$ cat config.mk
export PLATFORM = sky130hd
export DESIGN_NAME = binary_to_bcd_seven_segment_core
export DESIGN_NICKNAME = d
export VERILOG_FILES = /design/src/hdl/bbsd_pkg.sv /design/src/hdl/binary_to_bcd_seven_segment_core.sv /design/src/hdl/bbsd_ctrl.sv /design/src/hdl/bbsd_datapath.sv
export SDC_FILE = /design/constraint.sdc
export NUM_CORES = 1
export LEC_CHECK = 0
export BUFFER_PORTS_ARGS = -buffer_cell sky130_fd_sc_hd__buf_2
export CORE_UTILIZATION = 33
export CTS_CLUSTER_SIZE = 28
export DETAILED_ROUTE_END_ITERATION = 16
export HOLD_SLACK_MARGIN = 0.03
export PLACE_DENSITY = 0.57
export SYNTH_ARGS = -nofsm -noshare
export SYNTH_HDL_FRONTEND = slang
export SYNTH_SLANG_ARGS = --single-unit
$ cat constraint.sdc
create_clock -name clk -period 4.8 [get_ports clk]
set_input_delay 1.44 -clock clk [delete_from_list [all_inputs] [get_ports clk]]
set_output_delay 1.44 -clock clk [all_outputs]
set_load 0.02 [all_outputs]
$ cat src/hdl/bbsd_pkg.sv
`default_nettype none

package bbsd_pkg;

  // Width of the binary input word.
  localparam int VALUE_W = 32;

  // Decimal digits needed to hold any 32-bit value (4294967295).
  localparam int FULL_DIGITS = 10;
  localparam int FULL_BCD_W  = 4 * FULL_DIGITS;

  // Digits shown on the outputs.
  localparam int MAX_DIGITS     = 8;
  localparam int DIGITS_DEFAULT = 8;

  // One shift-add-3 step per input bit.
  localparam int STEP_COUNT = VALUE_W;
  localparam int STEP_W     = $clog2(STEP_COUNT);

  localparam int SEG_W = 8;

  typedef enum logic [1:0] {
    ST_IDLE,
    ST_CONV,
    ST_FINISH
  } state_t;

  // Commands from the controller to the datapath.
  typedef struct packed {
    logic load;
    logic step;
    logic capture;
  } cmd_t;

  // Status from the datapath to the controller.
  typedef struct packed {
    logic last_step;
  } status_t;

  // Segment bits: A=0x80, B=0x40, C=0x20, D=0x10, F=0x08, G=0x04, E=0x02.
  function automatic logic [SEG_W-1:0] seg_pattern(input logic [3:0] digit);
    logic [SEG_W-1:0] pat;
    case (digit)
      4'd0:    pat = 8'hFA;
      4'd1:    pat = 8'h60;
      4'd2:    pat = 8'hD6;
      4'd3:    pat = 8'hF4;
      4'd4:    pat = 8'h6C;
      4'd5:    pat = 8'hBC;
      4'd6:    pat = 8'hBE;
      4'd7:    pat = 8'hE0;
      4'd8:    pat = 8'hFE;
      4'd9:    pat = 8'hFC;
      default: pat = 8'h00;
    endcase
    return pat;
  endfunction

endpackage

`default_nettype wire

$ cat src/hdl/binary_to_bcd_seven_segment_core.sv
`default_nettype none

// Converts one 32-bit unsigned value per transaction into packed BCD and one
// seven-segment byte per digit. A transaction is taken at a rising edge where
// start is high and busy is low. The conversion is a shift-add-3 loop that
// consumes one input bit per cycle; after the last bit the finish state forms
// the segment bytes and registers them on the outputs together with the
// out_valid strobe. The result is marked by out_valid for a single cycle only
// and the receiver cannot stall it; the data ports keep the last result until
// the next one. busy drops in the cycle that out_valid is high, so a new
// transaction may be started then; a new transaction is never taken before
// the last one is through. Digits at or above DIGITS read as zero nibbles and
// blank segment bytes, and out_overflow is set when any dropped digit was
// nonzero. Leading zeros are not blanked.

module binary_to_bcd_seven_segment_core #(
  parameter int DIGITS = bbsd_pkg::DIGITS_DEFAULT
) (
  input  wire logic        clk,
  input  wire logic        rst_n,
  input  wire logic        start,
  output logic             busy,
  input  wire logic [31:0] in_value,
  output logic             out_valid,
  output logic [31:0]      out_bcd_digits,
  output logic [31:0]      out_segments_low,
  output logic [31:0]      out_segments_high,
  output logic             out_overflow
);

  bbsd_pkg::cmd_t    cmd;
  bbsd_pkg::status_t status;

  // The controller sequences load, the 32 conversion steps and capture.
  bbsd_ctrl u_ctrl (
    .clk       (clk),
    .rst_n     (rst_n),
    .start     (start),
    .status    (status),
    .cmd       (cmd),
    .busy      (busy),
    .out_valid (out_valid)
  );

  // The datapath holds the shifting binary word, the BCD digits and the
  // output registers.
  bbsd_datapath #(
    .DIGITS (DIGITS)
  ) u_datapath (
    .clk               (clk),
    .rst_n             (rst_n),
    .cmd               (cmd),
    .in_value          (in_value),
    .status            (status),
    .out_bcd_digits    (out_bcd_digits),
    .out_segments_low  (out_segments_low),
    .out_segments_high (out_segments_high),
    .out_overflow      (out_overflow)
  );

endmodule

`default_nettype wire

$ cat src/hdl/bbsd_ctrl.sv
`default_nettype none

module bbsd_ctrl (
  input  wire logic             clk,
  input  wire logic             rst_n,
  input  wire logic             start,
  input  wire bbsd_pkg::status_t status,
  output bbsd_pkg::cmd_t        cmd,
  output logic                  busy,
  output logic                  out_valid
);

  bbsd_pkg::state_t state_r, state_nxt;
  logic             out_valid_r, out_valid_nxt;

  always_ff @(posedge clk) begin
    if (!rst_n) begin
      state_r     <= bbsd_pkg::ST_IDLE;
      out_valid_r <= 1'b0;
    end else begin
      state_r     <= state_nxt;
      out_valid_r <= out_valid_nxt;
    end
  end

  // Next state.
  always_comb begin
    state_nxt = state_r;
    case (state_r)
      bbsd_pkg::ST_IDLE: begin
        if (start) state_nxt = bbsd_pkg::ST_CONV;
      end
      bbsd_pkg::ST_CONV: begin
        if (status.last_step) state_nxt = bbsd_pkg::ST_FINISH;
      end
      bbsd_pkg::ST_FINISH: begin
        state_nxt = bbsd_pkg::ST_IDLE;
      end
      default: begin
        state_nxt = bbsd_pkg::ST_IDLE;
      end
    endcase
  end

  // Outputs.
  always_comb begin
    cmd           = '0;
    busy          = 1'b1;
    out_valid_nxt = 1'b0;
    case (state_r)
      bbsd_pkg::ST_IDLE: begin
        busy     = 1'b0;
        cmd.load = start;
      end
      bbsd_pkg::ST_CONV: begin
        cmd.step = 1'b1;
      end
      bbsd_pkg::ST_FINISH: begin
        cmd.capture   = 1'b1;
        out_valid_nxt = 1'b1;
      end
      default: begin
        busy = 1'b1;
      end
    endcase
  end

  assign out_valid = out_valid_r;

endmodule

`default_nettype wire

$ cat src/hdl/bbsd_datapath.sv
`default_nettype none

module bbsd_datapath #(
  parameter int DIGITS = bbsd_pkg::DIGITS_DEFAULT
) (
  input  wire logic                          clk,
  input  wire logic                          rst_n,
  input  wire bbsd_pkg::cmd_t                cmd,
  input  wire logic [bbsd_pkg::VALUE_W-1:0]  in_value,
  output bbsd_pkg::status_t                  status,
  output logic [31:0]                        out_bcd_digits,
  output logic [31:0]                        out_segments_low,
  output logic [31:0]                        out_segments_high,
  output logic                               out_overflow
);

  localparam int BCD_W = bbsd_pkg::FULL_BCD_W;

  // DIGITS outside 1..8 is taken as the nearest legal count.
  localparam int SHOWN = (DIGITS < 1) ? 1 :
                         (DIGITS > bbsd_pkg::MAX_DIGITS) ? bbsd_pkg::MAX_DIGITS : DIGITS;

  logic [bbsd_pkg::VALUE_W-1:0] bin_r, bin_nxt;
  logic [BCD_W-1:0]             bcd_r, bcd_nxt;
  logic [bbsd_pkg::STEP_W-1:0]  count_r, count_nxt;
  logic [BCD_W-1:0]             bcd_adj;

  logic [31:0] bcd_out_nxt, seg_lo_nxt, seg_hi_nxt;
  logic        ovf_nxt;
  logic [31:0] bcd_out_r, seg_lo_r, seg_hi_r;
  logic        ovf_r;

  // Add 3 to every digit that is 5 or more before the shift doubles it.
  always_comb begin
    for (int i = 0; i < bbsd_pkg::FULL_DIGITS; i++) begin
      if (bcd_r[4*i +: 4] >= 4'd5) begin
        bcd_adj[4*i +: 4] = bcd_r[4*i +: 4] + 4'd3;
      end else begin
        bcd_adj[4*i +: 4] = bcd_r[4*i +: 4];
      end
    end
  end

  always_comb begin
    bin_nxt   = bin_r;
    bcd_nxt   = bcd_r;
    count_nxt = count_r;
    if (cmd.load) begin
      bin_nxt   = in_value;
      bcd_nxt   = '0;
      count_nxt = '0;
    end else if (cmd.step) begin
      bin_nxt   = {bin_r[bbsd_pkg::VALUE_W-2:0], 1'b0};
      bcd_nxt   = {bcd_adj[BCD_W-2:0], bin_r[bbsd_pkg::VALUE_W-1]};
      count_nxt = count_r + bbsd_pkg::STEP_W'(1);
    end
  end

  assign status.last_step =
    (count_r == bbsd_pkg::STEP_W'(bbsd_pkg::STEP_COUNT - 1));

  // Shown digits, their segment bytes and the dropped-digit check.
  always_comb begin
    bcd_out_nxt = '0;
    seg_lo_nxt  = '0;
    seg_hi_nxt  = '0;
    ovf_nxt     = 1'b0;
    for (int i = 0; i < bbsd_pkg::MAX_DIGITS; i++) begin
      if (i < SHOWN) begin
        bcd_out_nxt[4*i +: 4] = bcd_r[4*i +: 4];
        if (i < 4) begin
          seg_lo_nxt[8*i +: 8] = bbsd_pkg::seg_pattern(bcd_r[4*i +: 4]);
        end else begin
          seg_hi_nxt[8*(i-4) +: 8] = bbsd_pkg::seg_pattern(bcd_r[4*i +: 4]);
        end
      end
    end
    for (int i = 0; i < bbsd_pkg::FULL_DIGITS; i++) begin
      if (i >= SHOWN && bcd_r[4*i +: 4] != 4'd0) begin
        ovf_nxt = 1'b1;
      end
    end
  end

  always_ff @(posedge clk) begin
    if (!rst_n) begin
      count_r <= '0;
    end else begin
      count_r <= count_nxt;
    end
  end

  always_ff @(posedge clk) begin
    bin_r <= bin_nxt;
    bcd_r <= bcd_nxt;
    if (cmd.capture) begin
      bcd_out_r <= bcd_out_nxt;
      seg_lo_r  <= seg_lo_nxt;
      seg_hi_r  <= seg_hi_nxt;
      ovf_r     <= ovf_nxt;
    end
  end

  assign out_bcd_digits    = bcd_out_r;
  assign out_segments_low  = seg_lo_r;
  assign out_segments_high = seg_hi_r;
  assign out_overflow      = ovf_r;

endmodule

`default_nettype wire

==> results of run 1 <==
==> metrics by stage <==
| stage | cells | setup WS, ns |
|---|---|---|
| finish | 1180 | 2.13 |
| global route | 1180 | 2.08 |
| CTS | 1180 | 2.11 |
| detailed placement | 1148 | 1.76 |
| global placement | 1148 | 1.82 |
| floorplan | 740 | 1.64 |
==> sequential cells by signal, summed over array words and instances, names as in the netlist <==
name	count
u_datapath.bcd_r	40
u_datapath.bin_r	32
u_datapath.out_bcd_digits	32
u_datapath.out_segments_high	28
u_datapath.out_segments_low	28
u_datapath.count_r	5
u_ctrl.state_r	2
u_ctrl.out_valid	1
u_datapath.out_overflow	1
==> path summary, 6_finish.rpt <==
kind	start	depth (start not counted)	end
setup / recovery	u_ctrl.state_r[0]	3	busy
hold / removal	u_datapath.bcd_r[37]	2	u_datapath.bcd_r[37]
setup reg to reg	u_ctrl.state_r[1]	4	u_datapath.bin_r[27]
hold reg to reg	u_datapath.bcd_r[37]	2	u_datapath.bcd_r[37]
==> where the power goes <==
| part | internal (W) | switching [W] | leakage (nW) |
|---|---|---|---|
| Sequential | 0.00164 | 0.0000615 | 1.51 |
| Clock | 0.000708 | 0.000565 | 0.258 |
| Combinational | 0.000119 | 0.000189 | 2.00 |
| Total | 0.00247 | 0.000816 | 3.77 |
==> synth_stat cells, types with 19 or more instances <==
master    number  area share [%]
buf_2         24             1.5
nand3_1       26             1.6
nand2b_1      27             2.1
nand2_1      139             6.4
ha_1          61             9.4
xnor2_1       19             2.0
a21oi_1       19             1.2
dfxtp_1       48              12
inv_1         37             1.7
o21ai_0       80             4.9
edfxtp_1     121              45
==> kinds of logic (layout without fill, tap and decap cells) <==
kind of cell,after synthesis,after routing,synth area share (%)
AO/OA/AOI/OAI,147,147,11.5
buffers and inverters,82,198,5.24
multiplexers,18,18,2.24
AND/OR/NAND/NOR,228,228,12.4
other,1,8,0.0460
flip-flops,169,169,56.3
adder cells (fa/ha/maj),61,61,9.35
XOR/XNOR,27,27,2.90
==> worst max-delay path, stage by stage (launching register included) <==
cell and delay, ns:
dfxtp_1 0.36, nor2_2 0.24, inv_1 0.06, buf_2 0.16
==> layer usage <==
metal | up-vias | GRT usage [%]
li1 | 2754 | -
met1 | 2487 | 17.0
met2 | 125 | 19.2
met3 | 14 | 2.63
met4 | 2 | 4.46
met5 | - | 0
==> cell type report <==
class | instances | area [sq um]
multi-input combinational | 489 | 3180
tap | 324 | 405
sequential | 169 | 4590
fill | 2389 | 14800
clock buffer | 19 | 433
clock inverter | 13 | 106
timing repair buffer | 129 | 668
inverter | 37 | 139
==> summary.md, run 1 <==
| Metric | Value |
|---|---|
| Status | completed |
| Total die area | 25,400 sq um |
| DPL Wire Length | 9940 um |
| Max VDD drop | 0.185 mV |
| Register area share after synthesis | 56.3% |
| Maximum clock rate | 374 MHz |
| Most frequent cells in the layout | nand2_1 (139), buf_2 (125), edfxtp_1 (121) |
| Hold Vio Cnt, Final | 0 |
| Chip Width | 159 um |
| Clk slew on worst S/H paths | 0.06 ns |
| Initial core utilization | 33.5% |
| # setup viols final | 0 |
| Lkg Pwr | 3.77 nW |
| Cell row count | 57 |
| # port buffers | 125 |
| H-tree Lvls | 4 |
| Cts hold-fix bufs | 0 |
| Hold Slack | 0.469 ns |
| Syn_area_per_cell | 11.1 sq um |
| Max-cap violations | 0 |
| TritonCTS clock tree | done |
| CTS Buf Count | 17 |
| Clk sinks | 169 |
| Number of flops mapped to enable cells by yosys | 121 |
| Final Cycle Share | 55.7% |
| Worst EP required | 3.36 ns |
| Synth warn | 0 |
| Fin nets | 939 |
| Via count of the first global-routing pass | 5,017 |
| Area of the core | 24,300 sq um |
| Final worst path period need | 2.67 ns |
| Post-CTS Setup Bufs | 0 |
| Worst-Margin Slew | 1.05 ns |
| Total power | 0.00328 W |
| Clk_skew | 0.00896 ns |
| Gr usage total | 12.4% |
| Gp weighted congestion | 0.753 |
| Post-route cell area | 9520 sq um |
| Max_slew headroom | 29.7% |
| First DRT Iteration DRCs | 247 |
| Pwr Density | 345 nW/um^2 |
| CP max FO | 4 |
| Setup slack, reg-to-reg | 2.72 ns |
| Crit. End Element | output port |
| Max-slew violations | 0 |
| Post-Route M1 WL | 7800 um |
| Register bit total from synthesis | 169 |
| Clk root buf | clkbuf_16 |
| Clock Path Buffers | 2 |
| Antenna diodes | 0 |
| Layout Utilization | 39.2% |
| Worst-skew pair later-pin latency | 0.42 ns |
| RSZ-0062 raised after global routing | no |
| Asr flop ratio synth | 0% |
| Share of cells above drive strength 1 | 21.0% |
| HP Class | flop to flop |
| GR Overflow Total | 0 |
| Mapped Area | 8160 sq um |
| DR vias | 5,382 |
| Met2 wire length | 6700 um |
| First-pass DRT Iterations | 6 |
| Largest net degree at the start of global routing | 61 |
| Startpoint types | flop |
| Ys flop type | edfxtp_1 |
| DRC Markers | 0 |
| Resized cells post-CTS | 0 |
| First-pass GRT wire length | 25,300 um |
| Worst EP arrival | 1.23 ns |
| Syn Inst Count | 733 |
| Total wire length | 15,300 um |
| Chip height | 159 um |
| Commonest non-fill, non-tap cell in the layout | nand2_1 |
| Unique masters post-synth | 38 |
| Syn-to-layout area delta | 16.7% |
| Setup TNS Final | 0 ns |
| Vias/cell | 4.56 |
| Highest routed layer | met5 |
| Post-place instance area | 8980 sq um |
| WL/cell | 13.0 um |
| Initial antenna violation count | 1 |
| Antenna-violating nets left | 0 |
| Met3 wire len | 603 um |
| Ports | 134 |
| WS Path Type | flop to output port |
Power figures use the tool's default switching activity.
==> run 2: changes to the inputs <==
Clock period 4.8 ns to 2.4 ns, I/O delays scaled along.
==> run 2 against run 1 <==
  * Power is 100% higher
  * Largest cell class unchanged
  * Register-to-register slack lost 2.1 ns
  * Sequential power up 99%
  * Count of clock-buffer cells in the layout unchanged
  * Clock power increased by 110%
  * Hold slack worse by 0.024 ns
  * Non-clock buffer count up 11
  * Die area unchanged
  * Wire length up 0.25%
==> summary.md, run 2 (synthesis results as in run 1) <==
| Metric | Value |
|---|---|
| Status | completed |
| Clk_skew | 0.00900 ns (+0.0000366 ns) |
| Worst EP required | 1.68 ns (-1.68 ns) |
| Maximum clock rate | 519 MHz |
| Total wire length | 15,400 um (+0.25%) |
| Setup TNS Final | 0 ns (unchanged) |
| Lkg Pwr | 3.83 nW (+1.5%) |
| H-tree Lvls | 4 (unchanged) |
| First DRT Iteration DRCs | 320 (+30%) |
| Antenna diodes | 0 (unchanged) |
| Max_slew headroom | 58.9% (+29 points) |
| Crit. End Element | output port |
| Max-cap violations | 0 (unchanged) |
| # setup viols final | 0 (unchanged) |
| Cell row count | 57 (unchanged) |
| Max FFs per register | 40 (unchanged) |
| First-pass GRT wire length | 25,400 um (+0.68%) |
| Initial core utilization | 33.5% (unchanged) |
| CTS Buf Count | 17 (unchanged) |
| Clk root buf | clkbuf_16 |
| Share of cells above drive strength 1 | 21.8% (+0.77 points) |
| GR Overflow Total | 0 (unchanged) |
| RSZ-0062 raised after global routing | no |
| Pwr Density | 694 nW/um^2 (+100%) |
| # port buffers | 125 (unchanged) |
| Clk slew on worst S/H paths | 0.06 ns (about the same) |
| WL/cell | 12.9 um (-0.68%) |
| Area of the core | 24,300 sq um (unchanged) |
| Worst-skew pair later-pin latency | 0.42 ns (about the same) |
| Resized cells post-CTS | 0 (unchanged) |
| Startpoint types | flop |
| Worst-Margin Slew | 0.617 ns (-0.433 ns) |
| Clk sinks | 169 (unchanged) |
| Largest net degree at the start of global routing | 47 (-23%) |
| DPL Wire Length | 10,300 um (+3.6%) |
| Ports | 134 (unchanged) |
| Reg with most FFs | u_datapath.bcd_r |
| Non-filler instance count after layout | 1,191 (+0.93%) |
| Chip height | 159 um (unchanged) |
| Gp weighted congestion | 0.754 (+0.13%) |
| Syn-to-layout area delta | 18.2% |
| Most frequent cells in the layout | nand2_1 (139), buf_2 (125), edfxtp_1 (121) |
| Cts hold-fix bufs | 0 (unchanged) |
| Max VDD drop | 0.383 mV (+110%) |
| Post-CTS Setup Bufs | 0 (unchanged) |
| Via count of the first global-routing pass | 5,032 (+0.30%) |
| WS Path Type | flop to output port |
| CP max FO | 4 (unchanged) |
| Worst EP arrival | 1.21 ns (-0.02 ns) |
| Fin nets | 950 (+1.2%) |
| Post-Place Cells | 1,159 (+0.96%) |
| Initial antenna violation count | 0 (-1) |
| Max-slew violations | 0 (unchanged) |
| Total power | 0.00669 W (+100%) |
| Total die area | 25,400 sq um (unchanged) |
| Hold Slack | 0.445 ns (-0.0240 ns) |
| Final Cycle Share | 80.3% |
| Commonest non-fill, non-tap cell in the layout | nand2_1 |
| HP Class | flop to flop |
| Layout Utilization | 39.6% (+0.49 points) |
| DRC Markers | 0 (unchanged) |
| Gr usage total | 12.5% (+0.18 points) |
| Vias/cell | 4.50 (-1.3%) |
| TritonCTS clock tree | done |
| Antenna-violating nets left | 0 (unchanged) |
| Final worst path period need | 1.93 ns |
| Hold Vio Cnt, Final | 0 (unchanged) |
| Clock Path Buffers | 2 (unchanged) |
| First-pass DRT Iterations | 7 (+1) |
| DR vias | 5,364 (-0.33%) |
| Chip Width | 159 um (unchanged) |
[run 2: changes by cell type in the layout (fill, tap and decap cells not counted)]
| cell | previous run | this run |
|---|---|---|
| buf_12 | 1 | 2 |
| buf_4 | 3 | 13 |
| bufinv_16 | 1 | 2 |
| clkinv_1 | 2 | 4 |
| clkinv_2 | 4 | 0 |
| clkinv_4 | 3 | 2 |
| clkinvlp_4 | 3 | 5 |
[run 2: per-layer routing]
| metal | track usage (%) | vias up | part of all wire, % |
|---|---|---|---|
| met1 | 16.8 | 2453 | 50 |
| met3 | 2.68 | 14 | 3.6 |
| met5 | 0 | - | 0 |
| met4 | 4.46 | 0 | 1.1 |
| met2 | 20.0 | 117 | 46 |
| li1 | - | 2780 | - |
[run 2: stage by stage]
stage	setup WS (ns)	instance area, sq um
5_1_grt	0.341	9640
6_report	0.473	9640
4_1_cts	0.435	9640
3_3_place_gp	0.488	9080
3_5_place_dp	0.444	9080
2_1_floorplan	0.228	8190
[run 2: cell type report]
type / count / area [sq um]
flip-flops and latches: 169 / 4590
fillers: 2395 / 14700
multi-input cells: 489 / 3180
clock buffers: 19 / 433
well taps: 324 / 405
repair buffers: 140 / 763
clock inverters: 13 / 130
inverters: 37 / 139
[run 2: power breakdown]
group	switching (W)	internal [W]
Combinational	0.000406	0.000257
Sequential	0.0000999	0.00328
Clock	0.00112	0.00152
[run 2: worst max-delay path, cell delays in order, from the launching register on]
cell     delay (ns)
dfxtp_1        0.36
nor2_2         0.21
inv_1          0.05
buf_2          0.15
[run 2: path summary, 6_finish.rpt]
kind              slack (ns)                  from  cells past startpoint              endpoint
setup / recovery        0.47     u_ctrl.state_r[0]                      3                  busy
hold / removal          0.45  u_datapath.bin_r[31]                      2   u_datapath.bcd_r[0]
setup reg to reg        0.66  u_datapath.bcd_r[21]                      6  u_datapath.bcd_r[22]
hold reg to reg         0.45  u_datapath.bin_r[31]                      2   u_datapath.bcd_r[0]
